`src/rtl/nnis_pkg.sv`:
```
// Shared constants, register indexes and controller/datapath interface types for the scaler.
package nnis_pkg;

   localparam int STORE_PIXELS_DEF = 65536;
   localparam int MAX_DIM_DEF      = 2048;

   localparam int REG_W       = 12;
   localparam int REG_COUNT   = 4;
   localparam int CSR_INDEX_W = 2;
   localparam int CHAN_W      = 8;
   localparam int COLOR_W     = 3 * CHAN_W;
   localparam int ARGB_W      = 4 * CHAN_W;

   localparam logic [CSR_INDEX_W-1:0] REG_SOURCE_WIDTH  = 2'd0;
   localparam logic [CSR_INDEX_W-1:0] REG_SOURCE_HEIGHT = 2'd1;
   localparam logic [CSR_INDEX_W-1:0] REG_TARGET_WIDTH  = 2'd2;
   localparam logic [CSR_INDEX_W-1:0] REG_TARGET_HEIGHT = 2'd3;

   localparam logic [REG_W-1:0]  REG_RESET    = 12'd256;
   localparam logic [CHAN_W-1:0] ALPHA_OPAQUE = 8'hFF;

   localparam logic FUNC_LOAD  = 1'b0;
   localparam logic FUNC_FETCH = 1'b1;

   typedef struct packed {
      logic load_we;
      logic start;
      logic mul_en;
      logic adr_en;
      logic rd_en;
      logic out_load;
   } cmd_type;

   typedef struct packed {
      logic div_done;
   } sts_type;

endpackage

```
`src/rtl/nnis_controller.sv`:
```
// Scaler controller: sequences divide, multiply, address, store read and output of a fetch.
module nnis_controller
   import nnis_pkg::*;
(
   input  logic    clock,
   input  logic    reset,
   input  logic    req_tvalid,
   input  logic    req_tuser,
   output logic    req_tready,
   output logic    rsp_tvalid,
   input  logic    rsp_tready,
   input  sts_type sts,
   output cmd_type cmd
);

   typedef enum logic [5:0] {
      ST_IDLE = 6'b000001,
      ST_DIV  = 6'b000010,
      ST_MUL  = 6'b000100,
      ST_ADR  = 6'b001000,
      ST_RD   = 6'b010000,
      ST_OUT  = 6'b100000
   } state_type;

   state_type state_ff, state_in;
   logic      rsp_valid_ff, rsp_valid_in;
   logic      accept;

   assign req_tready = (state_ff == ST_IDLE) && !reset;
   assign accept     = req_tvalid & req_tready;

   always_comb begin
      state_in = state_ff;
      cmd      = '0;
      case (state_ff)
         ST_IDLE: begin
            if (accept) begin
               if (req_tuser == FUNC_FETCH) begin
                  cmd.start = 1'b1;
                  state_in  = ST_DIV;
               end else begin
                  cmd.load_we = 1'b1;
               end
            end
         end
         ST_DIV: begin
            if (sts.div_done) begin
               state_in = ST_MUL;
            end
         end
         ST_MUL: begin
            cmd.mul_en = 1'b1;
            state_in   = ST_ADR;
         end
         ST_ADR: begin
            cmd.adr_en = 1'b1;
            state_in   = ST_RD;
         end
         ST_RD: begin
            cmd.rd_en = 1'b1;
            state_in  = ST_OUT;
         end
         ST_OUT: begin
            if (!rsp_valid_ff || rsp_tready) begin
               cmd.out_load = 1'b1;
               state_in     = ST_IDLE;
            end
         end
         default: begin
            state_in = ST_IDLE;
         end
      endcase
   end

   always_comb begin
      rsp_valid_in = rsp_valid_ff;
      if (cmd.out_load) begin
         rsp_valid_in = 1'b1;
      end else if (rsp_tready) begin
         rsp_valid_in = 1'b0;
      end
   end

   always_ff @(posedge clock) begin
      if (reset) begin
         state_ff     <= ST_IDLE;
         rsp_valid_ff <= 1'b0;
      end else begin
         state_ff     <= state_in;
         rsp_valid_ff <= rsp_valid_in;
      end
   end

   assign rsp_tvalid = rsp_valid_ff;

endmodule

```
`config.mk`:
```
export PLATFORM = sky130hd
export DESIGN_NAME = nnis_controller
export DESIGN_NICKNAME = d
export VERILOG_FILES = /design/src/rtl/nnis_pkg.sv /design/src/rtl/nnis_controller.sv
export SDC_FILE = /design/constraint.sdc
export NUM_CORES = 1
export LEC_CHECK = 0
export BUFFER_PORTS_ARGS = -buffer_cell sky130_fd_sc_hd__buf_2
export CORE_AREA = 4 4 41 43
export CTS_CLUSTER_SIZE = 12
export DETAILED_ROUTE_END_ITERATION = 8
export DIE_AREA = 0 0 45 47
export PLACE_DENSITY = 0.5
export SYNTH_ARGS = -nofsm -noshare
export SYNTH_HDL_FRONTEND = slang
export SYNTH_SLANG_ARGS = --single-unit
```
`constraint.sdc`:
```
create_clock -name clock -period 2.65 [get_ports clock]
set_input_delay 0.795 -clock clock [delete_from_list [all_inputs] [get_ports clock]]
set_output_delay 0.795 -clock clock [all_outputs]
set_load 0.03 [all_outputs]
```
==> results.yml, run 1 <==
run_status:
  status: "completed"
final_layout:
  drive_gt1_frac: 0.385
  syn_to_final_growth_pct: 39.8
  n_antenna_cell: 0
  layout.cells.non_filler: 80
  fin_util: 0.433
  final_cell_mix: "buf_2, dfxtp_1, nor3b_1, clkbuf_4"
  final_common_cell: "buf_2"
  final_nets: 72
placed_design:
  port_buffers: 13
  placed_cells: 75
  dpl.hpwl_um: 738
  gp_congestion: 0.723
cts:
  cts_tree: "built"
  htreeDepth: 1
  clk_pin_slew_ns: 0.05
  cts_made_buffers: 3
  cts_buffer_depth: 2
  clkLatencyLatePin_ns: 0.25
  cts.sinks: 7
  clock_tree.root_cell: "clkbuf_4"
  ctsHoldBuffers: 0
worst_setup_path:
  crit_arrival_ns: 1.81
  critPathCaptureType: "output port"
  crit_type: "flip-flop to output port"
  cp_max_fo: 5
  start_kind: "flip-flop"
  required_ns: 1.86
logic_synthesis:
  synth_top_family_by_area: "simple AND/OR/NAND/NOR gates"
  avgSynthCellArea_sq_um: 8.39
  synth_warnings: 0
  syn-num-nets: 54
  synth-xor-area-share: 0.0217
  syn_inst: 48
  synth_compound_area_frac: 0.143
  synthMuxAreaShare: 0
  synth-simple-area-share: 0.432
  synth_fa_ha_area_frac: 0
  syn_area_sq_um: 403
  synth_cell_type_count: 28
  synth-seq-cells: 7
  yosysSeqAreaShare: 0.348
power_and_ir_drop:
  p_per_area_mw_per_mm2: 518
  peakVddDrop_uv: 229
  p_leak_nw: 0.254
timing:
  period_needed_ns: 2.61
  hold_viol: 0
  worst_pin_slew_ns: 0.275
  clock_skew_ns: 0.00133
  drv_slew: 0
  rsz0062_at_grt: "yes"
  fin_crit_sh: 0.983
  setup_viol: 0
  fmax_mhz: 384
  max_slew_margin: 0.815
global_route:
  grt_pass1_vias: 357
  grt_max_degree: 9
  grt-ovfl-total: 0
  grt_pass1_wl_um: 1530
  antenna_found_initial: 0
  grtUsageTotal: 0.106
drt:
  drtIter0Drc: 8
  drt-total-wl_um: 966
  detail_route.first_pass.iterations: 4
  drc: 0
  post_drt_wl_per_cell_um: 12.1
  ant_nets: 0
  viasPerCell: 5.19
  vias: 415
hold_path:
  hp-class: "flip-flop to flip-flop"
flow_run:
  cap_violations: 0
floorplanning:
  fp.coreArea_sq_mm: 0.00130
  start_util: 0.310
  fp-row-count: 13
  dieArea_sq_mm: 0.00212
  die_w_um: 45
  pin_count: 14
  die_h_um: 47
logic make-up (layout without fill, tap and decap cells):
family	Yosys count	in the layout
compound gates	7	7
buf+inv	5	22
simple gates	28	28
flops	7	7
xor+xnor	1	1
cell usage after synthesis:
cell       count  share of area
nor3_1         2          0.025
o21a_1         1          0.019
or3_1          1          0.016
inv_1          3          0.028
nor3b_1        4          0.075
or2_1          1          0.016
o211ai_2       1          0.031
nor2_1         4          0.037
nor4b_1        1          0.022
nor4_1         1          0.016
or4_4          1          0.028
clkbuf_1       1         0.0093
xnor2_1        1          0.022
nand2b_1       2          0.031
and3_1         1          0.016
a211o_1        1          0.022
dfxtp_1        7           0.35
or3b_1         1          0.022
nor2b_1        2          0.031
nand3_1        1          0.012
a41o_1         1          0.025
o2111ai_1      1          0.022
or4_1          1          0.019
nand4_1        2          0.031
a21oi_1        2          0.025
buf_4          1          0.019
nand2_1        2          0.019
nand3b_1       1          0.019
state kept, by name, summed over array words and instances, names as in the netlist:
register and count:
state_ff 6, rsp_tvalid 1
final timing paths:
check / start / to / slack, ns / depth (start not counted)
max reg2reg: state_ff[1] / state_ff[0] / 0.94 / 5
min reg2reg: rsp_tvalid / rsp_tvalid / 0.51 / 2
min: rsp_tvalid / rsp_tvalid / 0.51 / 2
max: state_ff[1] / cmd[4] / 0.04 / 5
critical path, stage by stage, from the launching register on:
cell and delay, ns:
dfxtp_2 0.33, or4_4 0.55, or2_4 0.28, nor2_4 0.09
and3_4 0.18, buf_6 0.12
power by group:
part	total (mW)	internal, mW	switching [mW]	leakage, nW
Sequential	0.113	0.109	0.00384	0.0572
Combinational	0.0787	0.0356	0.0431	0.182
Clock	0.0997	0.0576	0.0421	0.0150
Total	0.291	0.202	0.0890	0.254
area by class of cell:
type | count | area (sq um)
fillers | 151 | 738
inverters | 3 | 11.3
flip-flops and latches | 7 | 141
multi-input cells | 36 | 270
well taps | 15 | 18.8
clock buffers | 4 | 26.3
repair buffers | 15 | 95.1
through the flow:
stage | hold WS [ns] | cell area [sq um] | power (mW) | TNS, ns | setup slack (ns)
after floorplan | 0.502 | 412 | 0.163 | 0 | 0.0359
after global placement | 0.506 | 492 | 0.183 | 0 | 0.263
after detailed placement | 0.505 | 492 | 0.182 | 0 | 0.225
after CTS | 0.515 | 529 | 0.288 | 0 | 0.0000731
after global routing | 0.545 | 563 | 0.308 | -0.0351 | -0.0193
final | 0.508 | 563 | 0.291 | 0 | 0.0440
routing by layer:
layer  up-vias  GRT usage  wire (um)
li1        212          -          -
met1       184      0.122        426
met2        14      0.150        429
met3         5     0.0383         70
met4         0      0.105         39
met5         -          0          0
timing repair:
action,4_1_cts,5_1_grt
pin swaps,0,2
endpoints found under the hold margin,0,0
setup endpoints to repair,2,3
setup buffers,0,1
resized for setup,4,6
Power figures use the tool's default switching activity.
==> inputs of run 2 (changes only) <==
--- a/config.mk
+++ b/config.mk
@@ -6,11 +6,13 @@
 export NUM_CORES = 1
 export LEC_CHECK = 0
 export BUFFER_PORTS_ARGS = -buffer_cell sky130_fd_sc_hd__buf_2
-export CORE_AREA = 4 4 41 43
+export CELL_PAD_IN_SITES_DETAIL_PLACEMENT = 1
+export CELL_PAD_IN_SITES_GLOBAL_PLACEMENT = 2
+export CORE_MARGIN = 4
+export CORE_UTILIZATION = 25
 export CTS_CLUSTER_SIZE = 12
 export DETAILED_ROUTE_END_ITERATION = 8
-export DIE_AREA = 0 0 45 47
-export PLACE_DENSITY = 0.5
+export PLACE_DENSITY = 0.69
 export SYNTH_ARGS = -nofsm -noshare
 export SYNTH_HDL_FRONTEND = slang
 export SYNTH_SLANG_ARGS = --single-unit
==> results.yml, run 2 (synthesis gave the netlist of run 1 again) <==
floorplanning:
  start_util: 0.267
  fp.coreArea_sq_mm: 0.00151
  die_w_um: 48.1
  die_h_um: 48.1
  fp-row-count: 14
  pin_count: 14
  dieArea_sq_mm: 0.00232
flow_run:
  cap_violations: 0
worst_setup_path:
  critPathCaptureType: "output port"
  crit_type: "flip-flop to output port"
  cp_max_fo: 5
  endpoint: "cmd[4]"
  reg2reg_depth: 4
  required_ns: 1.86
  start_kind: "flip-flop"
  reg2reg_to: "state_ff[0]"
  rrSetupSlack_ns: 0.97
  worstReg2RegStart: "state_ff[4]"
  startpoint: "state_ff[4]"
  crit_arrival_ns: 1.84
final_layout:
  n_antenna_cell: 0
  drive_gt1_frac: 0.400
  fillers: 179
  final_common_cell: "buf_2"
  final_nets: 72
  syn_to_final_growth_pct: 40.4
  largest_reg_flops: 6
  design_area_sq_um: 566
  final_cell_mix: "buf_2, dfxtp_1, nor3b_1"
  regMostFlops: "state_ff"
  fin_util: 0.375
cts:
  ctsHoldBuffers: 0
  clkLatencyLatePin_ns: 0.25
  cts_buffer_depth: 2
  cts_tree: "built"
  htreeDepth: 1
  cts.sinks: 7
  clock_tree.root_cell: "clkbuf_4"
  clk_pin_slew_ns: 0.06
  cts_made_buffers: 3
timing:
  fin_crit_sh: 0.993
  hold_viol: 0
  clock_skew_ns: 0.00926
  setup_viol: 0
  max_slew_margin: 0.806
  period_needed_ns: 2.63
  fmax_mhz: 380
  rsz0062_at_grt: "yes"
  worst_pin_slew_ns: 0.288
  drv_slew: 0
power_and_ir_drop:
  peakVddDrop_uv: 247
  intPower_mw: 0.200
  p_per_area_mw_per_mm2: 511
  clkPwrFrac: 0.340
  p_total_mw: 0.289
  swShare: 0.307
  p_comb_frac: 0.272
  p_leak_nw: 0.256
  p_seq_frac: 0.388
  switching_power_mw: 0.0888
drt:
  drc: 0
  viasPerCell: 5.12
  detail_route.first_pass.iterations: 4
  post_drt_wl_per_cell_um: 14.2
  drt-total-wl_um: 1150
  vias: 415
  ant_nets: 0
  drtIter0Drc: 5
placed_design:
  dpl-instance-area_sq_um: 493
  port_buffers: 13
  gp_congestion: 0.688
  dpl.hpwl_um: 871
run_status:
  status: "completed"
global_route:
  grt_pass1_vias: 401
  grtUsageTotal: 0.122
  grt_max_degree: 9
  grt-ovfl-total: 0
  grt_pass1_wl_um: 1890
  antenna_found_initial: 0
hold_path:
  hp-class: "flip-flop to flip-flop"
==> run 2: critical path: stages, from the launching register on <==
cell,delay (ns)
dfxtp_4,0.35
or4_4,0.56
or2_4,0.28
nor2_4,0.09
and3_4,0.19
buf_6,0.13
==> run 2: cell type report <==
| type | count | area [sq um] | area share |
|---|---|---|---|
| clock buffers | 4 | 26.3 | 0.0465 |
| inverters | 3 | 11.3 | 0.0199 |
| multi-input cells | 36 | 270 | 0.478 |
| flip-flops and latches | 7 | 145 | 0.257 |
| well taps | 16 | 20.0 | 0.0354 |
| repair buffers | 15 | 92.6 | 0.164 |
==> run 2: worst min-delay path by stage <==
stage | startpoint | endpoint | cells past startpoint
after CTS | rsp_tvalid | rsp_tvalid | 2
after global placement | rsp_tvalid | rsp_tvalid | 2
after detailed placement | rsp_tvalid | rsp_tvalid | 2
final | rsp_tvalid | rsp_tvalid | 2
after global routing | rsp_tvalid | rsp_tvalid | 2
after floorplan | state_ff[1] | state_ff[2] | 2
==> run 2: metrics by stage <==
step / setup TNS, ns / hold slack, ns / setup slack [ns] / cells
detailed placement: 0 / 0.510 / 0.211 / 76
global placement: 0 / 0.504 / 0.230 / 76
floorplan: 0 / 0.502 / 0.0359 / 48
finish: 0 / 0.515 / 0.0197 / 81
global route: -0.147 / 0.545 / -0.0526 / 81
CTS: 0 / 0.519 / 0.00444 / 80
==> run 2: power by group through the flow <==
| stage | Sequential (mW) | Clock, mW | Combinational, mW |
|---|---|---|---|
| floorplan | 0.114 | 0 | 0.0485 |
| global placement | 0.115 | 0 | 0.0680 |
| detailed placement | 0.115 | 0 | 0.0683 |
| CTS | 0.113 | 0.105 | 0.0750 |
| global route | 0.113 | 0.112 | 0.0874 |
| finish | 0.112 | 0.0982 | 0.0787 |
==> run 2: repair_timing <==
item,in CTS,in global routing
gates resized for setup,6,5
setup endpoints to repair,2,3
pin swaps,2,0
setup buffers,0,1
==> run 2: layer usage <==
metal / share of wire / wire, um / GRT usage / vias up
met3: 0.052 / 60 / 0.0664 / 0
met4: 0 / 0 / 0.0161 / 0
met1: 0.47 / 544 / 0.157 / 196
li1: - / - / - / 211
met2: 0.47 / 544 / 0.182 / 8
met5: 0 / 0 / 0 / -
==> inputs of run 3 (changes only) <==
--- a/config.mk
+++ b/config.mk
@@ -8,8 +8,8 @@
 export BUFFER_PORTS_ARGS = -buffer_cell sky130_fd_sc_hd__buf_2
 export CELL_PAD_IN_SITES_DETAIL_PLACEMENT = 1
 export CELL_PAD_IN_SITES_GLOBAL_PLACEMENT = 2
-export CORE_MARGIN = 4
 export CORE_UTILIZATION = 25
+export CTS_BUF_LIST = sky130_fd_sc_hd__clkbuf_16
 export CTS_CLUSTER_SIZE = 12
 export DETAILED_ROUTE_END_ITERATION = 8
 export PLACE_DENSITY = 0.69
==> results.yml, run 3 (synthesis gave the netlist of run 1 again) <==
worst_setup_path:
  critPathSlowestCell: "or4_4"
  start_kind: "flip-flop"
  required_ns: 1.86
  reg2reg_depth: 4
  critPathMaxStageDelay_ns: 0.56
  reg2reg_to: "state_ff[0]"
  cp_max_fo: 5
  rrSetupSlack_ns: 0.96
  crit_arrival_ns: 1.80
  worstReg2RegStart: "state_ff[4]"
  crit_type: "flip-flop to output port"
  critPathCaptureType: "output port"
  cp_cell_sequence: "or4_4 > or2_4 > nor2_2 > and3_1 > buf_6"
hold_path:
  hold_path_end: "rsp_tvalid"
  hp-class: "flip-flop to flip-flop"
  min_from: "rsp_tvalid"
  hold_depth: 2
drt:
  vias: 425
  drt-total-wl_um: 1130
  viasPerCell: 5.31
  drc: 0
  ant_nets: 0
  drtIter0Drc: 6
  post_drt_wl_per_cell_um: 14.2
  detail_route.first_pass.iterations: 3
cts:
  cts_made_buffers: 3
  cts_setup_buffers: 0
  ctsHoldBuffers: 0
  cts.sinks: 7
  cts_buffer_depth: 2
  clock_tree.root_cell: "clkbuf_16"
  clk_pin_slew_ns: 0.04
  clkLatencyLatePin_ns: 0.23
  htreeDepth: 1
  cts_tree: "built"
power_and_ir_drop:
  p_comb_frac: 0.171
  peakVddDrop_uv: 377
  clkPwrFrac: 0.570
  p_per_area_mw_per_mm2: 740
  intPower_mw: 0.339
  p_leak_nw: 0.279
  swShare: 0.234
  switching_power_mw: 0.103
  p_seq_frac: 0.259
final_layout:
  drive_gt1_frac: 0.391
  layout.cells.non_filler: 80
  final_cell_mix: "buf_2, dfxtp_1, nor3b_1, inv_1"
  regMostFlops: "state_ff"
  n_antenna_cell: 0
  final_nets: 71
  largest_reg_flops: 6
  syn_to_final_growth_pct: 48.1
  final_common_cell: "buf_2"
placed_design:
  gp_congestion: 0.736
  dpl.hpwl_um: 820
  port_buffers: 13
  place_ws_ns: 0.217
  placed_cells: 76
timing:
  worst_pin_slew_ns: 0.307
  clock_skew_ns: 0.00264
  setup_viol: 0
  fmax_mhz: 385
  max_slew_margin: 0.794
  setup_ws_ns: 0.0532
  drv_slew: 0
  period_needed_ns: 2.60
  fin_crit_sh: 0.980
  hold_viol: 0
  finalHoldWorstSlack_ns: 0.510
  tns_ns: 0
flow_run:
  cap_violations: 0
global_route:
  grt_max_degree: 9
  grtUsageTotal: 0.147
  grt_pass1_vias: 388
  grt-ovfl-total: 0
  antenna_found_initial: 0
  grt_pass1_wl_um: 1840
run_status:
  status: "completed"
floorplanning:
  start_util: 0.267
  fp.coreArea_sq_mm: 0.00151
  die_w_um: 42.1
  fp-row-count: 14
  dieArea_sq_mm: 0.00178
  die_h_um: 42.1
  pin_count: 14
==> run 3: metal layers <==
layer  track usage  part of all wire  vias to the layer above
met1         0.175              0.46                      206
met2         0.225              0.49                        8
met3        0.0776             0.045                        0
met5             0                 0                        -
li1              -                 -                      211
met4        0.0563                 0                        0
==> run 3: layout make-up <==
class	count	area, sq um
fill	180	910
multi-input combinational	36	263
sequential	7	143
timing repair buffer	14	81.3
clock buffer	3	75.1
tap	16	20.0
inverter	3	11.3
clock inverter	1	3.75
==> run 3: worst max path at each step <==
stage                     cells past startpoint         from  slack (ns)  endpoint
final                                         5  state_ff[4]        0.05    cmd[4]
after global routing                          5  state_ff[4]      -0.001    cmd[4]
after CTS                                     4  state_ff[5]       0.007    cmd[5]
after detailed placement                      4  state_ff[5]        0.22    cmd[5]
after global placement                        4  state_ff[1]        0.23    cmd[5]
after floorplan                               4  state_ff[5]        0.04    cmd[4]
==> run 3: power groups by stage <==
stage | Combinational [mW] | Sequential, mW | Clock (mW)
3_3_place_gp | 0.0679 | 0.115 | 0
2_1_floorplan | 0.0485 | 0.114 | 0
3_5_place_dp | 0.0679 | 0.115 | 0
4_1_cts | 0.0748 | 0.114 | 0.260
5_1_grt | 0.0824 | 0.115 | 0.269
6_report | 0.0756 | 0.114 | 0.252
==> run 3: metrics by stage <==
step / power [mW] / utilization / cell area, sq um
after floorplan: 0.163 / - / 412
after global placement: 0.183 / 0.327 / 493
after detailed placement: 0.183 / 0.327 / 493
after CTS: 0.448 / 0.390 / 588
after global routing: 0.466 / 0.396 / 597
final: 0.442 / 0.396 / 597
==> run 3: what timing repair did <==
action | CTS | global route
pin swaps | 0 | 2
resized for setup | 4 | 4
endpoints found under the setup margin | 2 | 3
gates cloned | 0 | 0
endpoints found under the hold margin | 0 | 0
==> run 3: critical path, delay by kind of cell, from the launching register on <==
kind / cells / cell delay, ns
flip-flops: 1 / 0.33
AND/OR/NAND/NOR: 4 / 1.10
buffers and inverters: 1 / 0.13
